## config.mk

```make
export PLATFORM = sky130hd
export DESIGN_NAME = event_queue_single_outstanding_core
export DESIGN_NICKNAME = d
export VERILOG_FILES = /design/src/rtl/eqso_pkg.sv /design/src/rtl/event_queue_single_outstanding_core.sv /design/src/rtl/eqso_ctrl.sv /design/src/rtl/eqso_datapath.sv
export SDC_FILE = /design/constraint.sdc
export NUM_CORES = 1
export LEC_CHECK = 0
export ABC_AREA = 0
export BUFFER_PORTS_ARGS = -buffer_cell sky130_fd_sc_hd__buf_2
export CAP_MARGIN = 5
export CORE_MARGIN = 5
export CORE_UTILIZATION = 40
export DETAILED_ROUTE_END_ITERATION = 10
export SETUP_SLACK_MARGIN = 0.15
export SLEW_MARGIN = 10
export SYNTH_ARGS = -nofsm -noshare
export SYNTH_HDL_FRONTEND = slang
export SYNTH_SLANG_ARGS = --single-unit
```

## constraint.sdc

```tcl
create_clock -name clk -period 7 [get_ports clk]
set_input_delay 1.75 -clock clk [delete_from_list [all_inputs] [get_ports clk]]
set_output_delay 1.75 -clock clk [all_outputs]
set_load 0.02 [all_outputs]
```

## src/rtl/eqso_pkg.sv

```systemverilog
`timescale 1ns / 1ps
// ----------------------------------------------------------------------------
// eqso_pkg
// Shared types and constants for the single-outstanding event queue.
// ----------------------------------------------------------------------------
package eqso_pkg;

  localparam int QUEUE_DEPTH_DEF = 16;

  localparam int ACTION_W  = 1;
  localparam int SYMBOL_W  = 16;
  localparam int PAYLOAD_W = 32;
  localparam int EVENT_W   = SYMBOL_W + PAYLOAD_W;
  localparam int COUNT_W   = 5;
  localparam int LIMIT_W   = 5;
  localparam int DEST_W    = 9;
  localparam int CFG_IDX_W = 1;
  localparam int CFG_DATA_W = 9;

  localparam logic [LIMIT_W-1:0]       LIMIT_RST = 5'd16;
  localparam logic signed [DEST_W-1:0] CONN_RST  = -9'sd1;

  // input action codes
  localparam logic [ACTION_W-1:0] ACT_POST = 1'b0;
  localparam logic [ACTION_W-1:0] ACT_ACK  = 1'b1;

  // configuration register indexes
  localparam logic [CFG_IDX_W-1:0] CFG_QUEUE_LIMIT   = 1'b0;
  localparam logic [CFG_IDX_W-1:0] CFG_CONNECTION_ID = 1'b1;

  // controller -> datapath commands
  typedef struct packed {
    logic capture;  // latch the incoming request
    logic execute;  // apply the latched request, load result registers
  } eqso_cmd_t;

endpackage

```

## src/rtl/event_queue_single_outstanding_core.sv

```systemverilog
`timescale 1ns / 1ps
// ----------------------------------------------------------------------------
// event_queue_single_outstanding_core
// Event queue, one event in flight: posts go out at once, wait in a bounded
// FIFO or drop at its limit; a matching ack releases the next waiting event.
// ----------------------------------------------------------------------------
//
//  channel   handshake              payload
//  -------   --------------------   ---------------------------------------
//  request   start & !busy          in_action, in_event_symbol,
//                                   in_event_payload
//  result    out_valid (1 cycle)    out_send_*, out_dropped, out_ack_matched,
//                                   out_queue_length/full, out_nothing_pending
//  config    cfg_valid & cfg_ready  cfg_index, cfg_wdata
//
// Each request is latched at the accept edge, which also reads the FIFO
// head; the execute cycle then updates the queue. The registered read port
// of the wait store is why execute follows the accept edge.
// The result strobes the cycle after execute; a new request may be accepted
// in that same cycle.
// Reset (rst_n low, synchronous) empties the queue, clears pending, and sets
// queue_limit to 16 and connection_id to -1. cfg_ready is always high.
// The receiver cannot stall; every request yields exactly one result.
//
module event_queue_single_outstanding_core import eqso_pkg::*; #(
  parameter int QUEUE_DEPTH = QUEUE_DEPTH_DEF
) (
  input  logic                     clk,
  input  logic                     rst_n,
  // request channel
  input  logic                     start,
  output logic                     busy,
  input  logic [ACTION_W-1:0]      in_action,
  input  logic [SYMBOL_W-1:0]      in_event_symbol,
  input  logic [PAYLOAD_W-1:0]     in_event_payload,
  // config channel
  input  logic                     cfg_valid,
  output logic                     cfg_ready,
  input  logic [CFG_IDX_W-1:0]     cfg_index,
  input  logic [CFG_DATA_W-1:0]    cfg_wdata,
  // result channel
  output logic                     out_valid,
  output logic                     out_send_valid,
  output logic [SYMBOL_W-1:0]      out_send_symbol,
  output logic [PAYLOAD_W-1:0]     out_send_payload,
  output logic signed [DEST_W-1:0] out_send_destination,
  output logic                     out_dropped,
  output logic                     out_ack_matched,
  output logic [COUNT_W-1:0]       out_queue_length,
  output logic                     out_queue_full,
  output logic                     out_nothing_pending
);

  eqso_cmd_t cmd;

  // config registers sit in the datapath and take a write at any time
  assign cfg_ready = 1'b1;

  eqso_ctrl u_ctrl (
    .clk   (clk),
    .rst_n (rst_n),
    .start (start),
    .busy  (busy),
    .cmd   (cmd)
  );

  eqso_datapath #(
    .QUEUE_DEPTH (QUEUE_DEPTH)
  ) u_datapath (
    .clk                  (clk),
    .rst_n                (rst_n),
    .cmd                  (cmd),
    .cfg_we               (cfg_valid && cfg_ready),
    .cfg_index            (cfg_index),
    .cfg_wdata            (cfg_wdata),
    .in_action            (in_action),
    .in_event_symbol      (in_event_symbol),
    .in_event_payload     (in_event_payload),
    .out_valid            (out_valid),
    .out_send_valid       (out_send_valid),
    .out_send_symbol      (out_send_symbol),
    .out_send_payload     (out_send_payload),
    .out_send_destination (out_send_destination),
    .out_dropped          (out_dropped),
    .out_ack_matched      (out_ack_matched),
    .out_queue_length     (out_queue_length),
    .out_queue_full       (out_queue_full),
    .out_nothing_pending  (out_nothing_pending)
  );

`ifndef SYNTH
  // an accepted request enters the execute state
  a_accept_busy: assert property (@(posedge clk) disable iff (!rst_n)
    (start && !busy) |=> busy)
    else $error("accepted request did not enter execute");

  // every execute cycle produces a result strobe on the next cycle
  a_busy_result: assert property (@(posedge clk) disable iff (!rst_n)
    busy |=> (out_valid && !busy))
    else $error("execute cycle not followed by a result");

  // a result never shows while a request is still executing
  a_result_idle: assert property (@(posedge clk) disable iff (!rst_n)
    out_valid |-> !busy)
    else $error("result strobe during execute");

  // a request cannot both send and be dropped
  a_send_drop: assert property (@(posedge clk) disable iff (!rst_n)
    out_valid |-> !(out_send_valid && out_dropped))
    else $error("request both sent and dropped");
`endif

endmodule

```

## src/rtl/eqso_ctrl.sv

```systemverilog
`timescale 1ns / 1ps
// ----------------------------------------------------------------------------
// eqso_ctrl
// Sequencer: accepts a request, runs the execute state, then returns idle.
// ----------------------------------------------------------------------------
module eqso_ctrl import eqso_pkg::*; (
  input  logic      clk,
  input  logic      rst_n,
  input  logic      start,
  output logic      busy,
  output eqso_cmd_t cmd
);

  typedef enum logic [0:0] {
    ST_IDLE,
    ST_EXEC
  } state_t;

  state_t state_r;
  state_t state_nxt;

  always_comb begin
    state_nxt = state_r;
    case (state_r)
      ST_IDLE: begin
        if (start) begin
          state_nxt = ST_EXEC;
        end
      end
      ST_EXEC: begin
        state_nxt = ST_IDLE;
      end
      default: begin
        state_nxt = ST_IDLE;
      end
    endcase
  end

  always_ff @(posedge clk) begin
    if (!rst_n) begin
      state_r <= ST_IDLE;
    end else begin
      state_r <= state_nxt;
    end
  end

  assign busy        = (state_r != ST_IDLE);
  assign cmd.capture = start && (state_r == ST_IDLE);
  assign cmd.execute = (state_r == ST_EXEC);

endmodule

```

## src/rtl/eqso_datapath.sv

```systemverilog
`timescale 1ns / 1ps
// ----------------------------------------------------------------------------
// eqso_datapath
// Wait FIFO, pending-event tracking, config registers and result registers.
// ----------------------------------------------------------------------------
module eqso_datapath import eqso_pkg::*; #(
  parameter int QUEUE_DEPTH = QUEUE_DEPTH_DEF
) (
  input  logic                         clk,
  input  logic                         rst_n,
  input  eqso_cmd_t                    cmd,
  input  logic                         cfg_we,
  input  logic [CFG_IDX_W-1:0]         cfg_index,
  input  logic [CFG_DATA_W-1:0]        cfg_wdata,
  input  logic [ACTION_W-1:0]          in_action,
  input  logic [SYMBOL_W-1:0]          in_event_symbol,
  input  logic [PAYLOAD_W-1:0]         in_event_payload,
  output logic                         out_valid,
  output logic                         out_send_valid,
  output logic [SYMBOL_W-1:0]          out_send_symbol,
  output logic [PAYLOAD_W-1:0]         out_send_payload,
  output logic signed [DEST_W-1:0]     out_send_destination,
  output logic                         out_dropped,
  output logic                         out_ack_matched,
  output logic [COUNT_W-1:0]           out_queue_length,
  output logic                         out_queue_full,
  output logic                         out_nothing_pending
);

  localparam int PTR_W     = (QUEUE_DEPTH > 1) ? $clog2(QUEUE_DEPTH) : 1;
  localparam int DEPTH_CAP = (QUEUE_DEPTH > 31) ? 31 : QUEUE_DEPTH;
  localparam logic [LIMIT_W-1:0] DEPTH_CAP_L = LIMIT_W'(DEPTH_CAP);
  localparam logic [PTR_W-1:0]   PTR_LAST    = PTR_W'(QUEUE_DEPTH - 1);

  // config
  logic [LIMIT_W-1:0]       limit_r;
  logic signed [DEST_W-1:0] conn_r;

  // latched request
  logic [ACTION_W-1:0]  act_r;
  logic [SYMBOL_W-1:0]  sym_r;
  logic [PAYLOAD_W-1:0] pay_r;

  // queue state
  logic [EVENT_W-1:0] mem [QUEUE_DEPTH];
  logic [EVENT_W-1:0] rd_data_r;
  logic [PTR_W-1:0]   rd_ptr_r, rd_ptr_nxt;
  logic [PTR_W-1:0]   wr_ptr_r, wr_ptr_nxt;
  logic [COUNT_W-1:0] cnt_r, cnt_nxt;
  logic               pend_r, pend_nxt;
  logic [SYMBOL_W-1:0] pend_sym_r, pend_sym_nxt;

  // step decode
  logic [LIMIT_W-1:0]   lim_eff;
  logic                 do_write;
  logic                 send;
  logic                 dropped;
  logic                 matched;
  logic [SYMBOL_W-1:0]  snd_sym;
  logic [PAYLOAD_W-1:0] snd_pay;

  // result registers
  logic                     out_valid_r;
  logic                     send_r;
  logic [SYMBOL_W-1:0]      snd_sym_r;
  logic [PAYLOAD_W-1:0]     snd_pay_r;
  logic signed [DEST_W-1:0] snd_dest_r;
  logic                     dropped_r;
  logic                     matched_r;
  logic [COUNT_W-1:0]       len_r;
  logic                     full_r;
  logic                     nopend_r;

  always_ff @(posedge clk) begin
    if (!rst_n) begin
      limit_r <= LIMIT_RST;
      conn_r  <= CONN_RST;
    end else if (cfg_we) begin
      case (cfg_index)
        CFG_QUEUE_LIMIT:   limit_r <= cfg_wdata[LIMIT_W-1:0];
        CFG_CONNECTION_ID: conn_r  <= $signed(cfg_wdata[DEST_W-1:0]);
        default: begin
        end
      endcase
    end
  end

  always_ff @(posedge clk) begin
    if (cmd.capture) begin
      act_r <= in_action;
      sym_r <= in_event_symbol;
      pay_r <= in_event_payload;
    end
  end

  assign lim_eff = (limit_r > DEPTH_CAP_L) ? DEPTH_CAP_L : limit_r;

  always_comb begin
    do_write     = 1'b0;
    send         = 1'b0;
    dropped      = 1'b0;
    matched      = 1'b0;
    snd_sym      = '0;
    snd_pay      = '0;
    rd_ptr_nxt   = rd_ptr_r;
    wr_ptr_nxt   = wr_ptr_r;
    cnt_nxt      = cnt_r;
    pend_nxt     = pend_r;
    pend_sym_nxt = pend_sym_r;
    case (act_r)
      ACT_POST: begin
        if (cnt_r >= lim_eff) begin
          dropped = 1'b1;
        end else if (pend_r) begin
          do_write   = 1'b1;
          wr_ptr_nxt = (wr_ptr_r == PTR_LAST) ? '0 : wr_ptr_r + PTR_W'(1);
          cnt_nxt    = cnt_r + COUNT_W'(1);
        end else begin
          send         = 1'b1;
          snd_sym      = sym_r;
          snd_pay      = pay_r;
          pend_nxt     = 1'b1;
          pend_sym_nxt = sym_r;
        end
      end
      ACT_ACK: begin
        if (pend_r && (pend_sym_r == sym_r)) begin
          matched = 1'b1;
          if (cnt_r == '0) begin
            pend_nxt = 1'b0;
          end else begin
            send         = 1'b1;
            snd_sym      = rd_data_r[EVENT_W-1:PAYLOAD_W];
            snd_pay      = rd_data_r[PAYLOAD_W-1:0];
            pend_sym_nxt = rd_data_r[EVENT_W-1:PAYLOAD_W];
            rd_ptr_nxt   = (rd_ptr_r == PTR_LAST) ? '0 : rd_ptr_r + PTR_W'(1);
            cnt_nxt      = cnt_r - COUNT_W'(1);
          end
        end
      end
      default: begin
      end
    endcase
  end

  // wait store: one write port, one registered read port at the head
  always_ff @(posedge clk) begin
    if (cmd.execute && do_write) begin
      mem[wr_ptr_r] <= {sym_r, pay_r};
    end
    rd_data_r <= mem[rd_ptr_r];
  end

  always_ff @(posedge clk) begin
    if (!rst_n) begin
      rd_ptr_r    <= '0;
      wr_ptr_r    <= '0;
      cnt_r       <= '0;
      pend_r      <= 1'b0;
      out_valid_r <= 1'b0;
    end else begin
      out_valid_r <= cmd.execute;
      if (cmd.execute) begin
        rd_ptr_r <= rd_ptr_nxt;
        wr_ptr_r <= wr_ptr_nxt;
        cnt_r    <= cnt_nxt;
        pend_r   <= pend_nxt;
      end
    end
  end

  always_ff @(posedge clk) begin
    if (cmd.execute) begin
      pend_sym_r <= pend_sym_nxt;
      send_r     <= send;
      snd_sym_r  <= snd_sym;
      snd_pay_r  <= snd_pay;
      snd_dest_r <= send ? conn_r : '0;
      dropped_r  <= dropped;
      matched_r  <= matched;
      len_r      <= cnt_nxt;
      full_r     <= (cnt_nxt >= limit_r);
      nopend_r   <= !pend_nxt;
    end
  end

  assign out_valid            = out_valid_r;
  assign out_send_valid       = send_r;
  assign out_send_symbol      = snd_sym_r;
  assign out_send_payload     = snd_pay_r;
  assign out_send_destination = snd_dest_r;
  assign out_dropped          = dropped_r;
  assign out_ack_matched      = matched_r;
  assign out_queue_length     = len_r;
  assign out_queue_full       = full_r;
  assign out_nothing_pending  = nopend_r;

endmodule
```

==> results.py <==
metrics = {
    "outcome": {
        "status": "finished clean",
    },
    "global_route": {
        "overflow": 0,
        "antenna_found_initial": 2,
        "grt_pass1_vias": 17720,
        "grt_pass1_wl_mm": 119.9,
        "grtUsageTotal": 0.1633,
        "grt_max_degree": 148,
    },
    "yosys": {
        "ys_seq_area_frac": 0.7829,
        "synth.avg_cell_area_um2": 22.62,
        "async_flop_share": 0,
        "syn_inst": 1614,
        "synth_nets": 1694,
        "yosysTopAreaCell": "edfxtp_1",
        "ys_warn_count": 0,
        "synth_seq_cells": 978,
        "netlist_area_um2": 36520,
        "synth_area_leaders": "edfxtp_1 74%, mux4_2 15%, dfxtp_1 4.3%, a22o_1 1.2%, ha_1 0.58%",
        "synth_edf_count": 900,
        "synth_ff_type": "edfxtp_1",
        "synth_top_area_share": 0.7401,
        "synthDistinctLibCells": 54,
    },
    "timing": {
        "fin_hold_ws_ns": 0.4655,
        "max_slew_margin": 0.2289,
        "period_needed_ns": 4.217,
        "worst_pin_slew_ns": 1.157,
        "tns_ns": 0,
        "hold_viol": 0,
        "setup_viol": 0,
        "grt_setup_unrepaired": "false",
        "final_max_slew_viol_count": 0,
        "period_share": 0.6025,
        "fmaxAchievable_ghz": 0.2371,
        "fin_skew_ns": 0.02755,
    },
    "critical_path": {
        "cp_slowest_cell": "buf_4",
        "rr_worst_depth": 13,
        "cpPeakStageDelay_ns": 0.76,
        "arrival_ns": 4.62,
        "end_kind": "register",
        "crit_required_ns": 7.41,
        "critPathMaxFanout": 56,
        "start_kind": "register",
        "reg2reg_from": "u_datapath.sym_r[2]",
        "crit_type": "reg -> reg",
        "r2r_slack_ns": 2.78,
        "r2r-end": "u_datapath.out_queue_full",
        "crit_chain": "xor2_1, nor4_2, nand4_1, nor4_4, buf_4, a211oi_1, a311oi_2, ha_1, a21o_1, a21oi_1, nor2b_1, o21ai_0, nand2b_1",
    },
    "hold_path": {
        "holdPathStages": 2,
        "min_path_type": "reg -> reg",
        "hold_start": "u_datapath.conn_r[1]",
        "hold_end": "u_datapath.conn_r[1]",
    },
    "final_layout": {
        "fin_area_um2": 42110,
        "antenna_cells": 0,
        "stdcell_count": 3061,
        "drive_above_1_share": 0.3231,
        "area_delta_synth_final_pct": 15.31,
        "layout.nets": 1877,
        "fill_cells": 7422,
    },
    "placement": {
        "io_buffers": 131,
        "post-dp-hpwl_mm": 40.98,
        "place_area_um2": 38680,
        "dp.cells": 2869,
        "gp_routability_congestion": 0.7558,
    },
    "clock_tree": {
        "clk_latency_ns": 0.67,
        "postCtsHoldBufs": 0,
        "cts.clk_slew.worst_paths_ns": 0.06,
        "cts.sinks": 978,
        "postCtsSetupBuffers": 0,
        "h-tree-depth": 3,
        "cts_made_buffers": 102,
        "clock_path_buffers": 3,
        "ctsResizeCount": 0,
        "root_buffer": "clkbuf_16",
        "cts_tree": "yes",
    },
    "pwr": {
        "p_sw_mw": 2.467,
        "swShare": 0.2029,
        "peakVddDrop_mv": 0.1841,
        "p_leak_nw": 13.31,
        "sequentialPowerShare": 0.536,
        "p_per_area_nw_per_um2": 288.7,
        "p_int_mw": 9.690,
        "p_comb_frac": 0.017,
        "clock_power_share": 0.447,
    },
    "die": {
        "core_um2": 90290,
        "die-width_um": 312.1,
        "io_pins": 133,
        "rows": 110,
        "die_height_um": 312.1,
        "dieArea_um2": 97430,
        "start_util": 0.4044,
    },
    "drt": {
        "drc": 0,
        "routedWlPerCell_um": 26.23,
        "firstDrtPassIters": 5,
        "wirelength_mm": 80.28,
        "ant_nets": 0,
        "drtIter0Drc": 1514,
        "viasPerCell": 5.490,
        "vias": 16800,
    },
    "run": {
        "drv_cap": 0,
    },
}
[registers in the layout (all words and copies together) (netlist names), 9 cells and up]
| name | flops |
|---|---|
| u_datapath.rd_data_r | 48 |
| u_datapath.mem | 768 |
| u_datapath.sym_r | 16 |
| u_datapath.out_send_symbol | 16 |
| u_datapath.conn_r | 9 |
| u_datapath.out_send_destination | 9 |
| u_datapath.out_send_payload | 32 |
| u_datapath.pend_sym_r | 16 |
| u_datapath.pay_r | 32 |
[cells by family (layout without fill, tap and decap cells)]
group / Yosys count / after routing / share of synthesized area
DFF: 978 / 978 / 0.7829
muxes: 258 / 258 / 0.1535
and+or+nand+nor: 140 / 140 / 0.01939
buffers and inverters: 100 / 371 / 0.01199
AOI/OAI and AO/OA: 98 / 98 / 0.02100
xor gates and xnor gates: 22 / 22 / 0.005277
adders and majority gates: 17 / 17 / 0.005825
other: 1 / 1 / 0.0001027
[layout make-up]
class	count	area [um2]	area share
flip-flops and latches	978	28610	0.6794
multi-input cells	536	7621	0.1810
repair buffers	164	928.4	0.02205
clock inverters	61	690.7	0.01640
clock buffers	131	2731	0.06487
well taps	1176	1471	0.03495
inverters	15	56.30	0.001337
[power groups by stage]
stage | logic (mW) | registers [mW] | clock network (mW)
3_3_place_gp | 0.205 | 6.63 | 0
3_5_place_dp | 0.205 | 6.64 | 0
6_report | 0.203 | 6.52 | 5.43
5_1_grt | 0.219 | 6.53 | 5.82
2_1_floorplan | 0.0826 | 6.64 | 0
4_1_cts | 0.207 | 6.52 | 5.57
[stage by stage]
| stage | power [mW] | utilization | setup WS (ns) |
|---|---|---|---|
| after CTS | 12.30 | 0.4664 | 2.757 |
| final | 12.16 | 0.4664 | 2.783 |
| after global routing | 12.56 | 0.4664 | 2.517 |
| after floorplan | 6.723 | - | 0.2575 |
| after detailed placement | 6.850 | 0.4285 | 2.771 |
| after global placement | 6.840 | 0.4285 | 2.782 |
[synth_stat cells (3+ instances only)]
master and instances:
edfxtp_1 900, mux4_2 240, dfxtp_1 78, a22o_1 48
nand2_1 43, clkbuf_1 39, buf_2 35, nor2_1 30
xor2_1 19, ha_1 17, mux2_2 16, inv_1 15
a21oi_1 14, and2_1 14, nand3_1 14, nor3_1 12
buf_1 7, nand2b_1 5, nor4_2 5, o21ai_0 5
a31oi_1 4, nor2b_1 4, a311oi_1 3, and3_1 3
buf_4 3, nand4_1 3, o211ai_1 3, xnor2_1 3
[cells in the final DEF, fill, tap and decap left out, types with 3 or more instances in the layout]
cell type	n
edfxtp_1	900
mux4_2	240
buf_2	131
clkbuf_16	102
dfxtp_1	73
a22o_1	48
nand2_1	43
buf_4	31
clkbuf_1	22
clkinv_2	21
xor2_1	19
nor2_1	18
ha_1	17
mux2_2	16
inv_1	15
clkinv_1	15
a21oi_1	14
and2_1	14
nand3_1	14
nor2_4	12
bufinv_16	11
nor3_1	7
clkbuf_8	7
nor3_2	6
nand2b_1	5
o21ai_0	5
dfxtp_4	5
a31oi_1	4
nor4_2	4
clkinv_4	4
o211ai_1	3
xnor2_1	3
nand4_1	3
and3_1	3
nor2b_1	3
a311oi_1	3
clkinvlp_4	3
[critical path, delay by kind of cell (launching register included)]
kind            cells  cell delay (ns)
compound gates      5             0.89
xor+xnor            1             0.27
fa+ha+maj           1             0.29
buf+inv             1             0.76
flops               1             0.74
simple gates        5             1.01
[how the worst max path moves through the flow]
stage / start / end / slack (ns) / depth (start not counted)
final: u_datapath.sym_r[2] / u_datapath.out_queue_full / 2.78 / 13
after global routing: u_datapath.sym_r[2] / u_datapath.out_queue_full / 2.52 / 13
after CTS: u_datapath.sym_r[2] / u_datapath.out_queue_full / 2.76 / 13
after detailed placement: u_datapath.sym_r[2] / u_datapath.out_queue_full / 2.77 / 13
after global placement: u_datapath.sym_r[2] / u_datapath.out_queue_full / 2.78 / 13
after floorplan: u_ctrl.busy / u_datapath.mem[0][0] / 0.26 / 7
[metal layers]
metal	share of wire	wire length [um]	GRT usage
met5	0	0	0
met4	0.020	1585	0.04153
met3	0.058	4653	0.02843
met2	0.48	38750	0.2653
met1	0.44	35290	0.2329
Power figures use the tool's default switching activity.
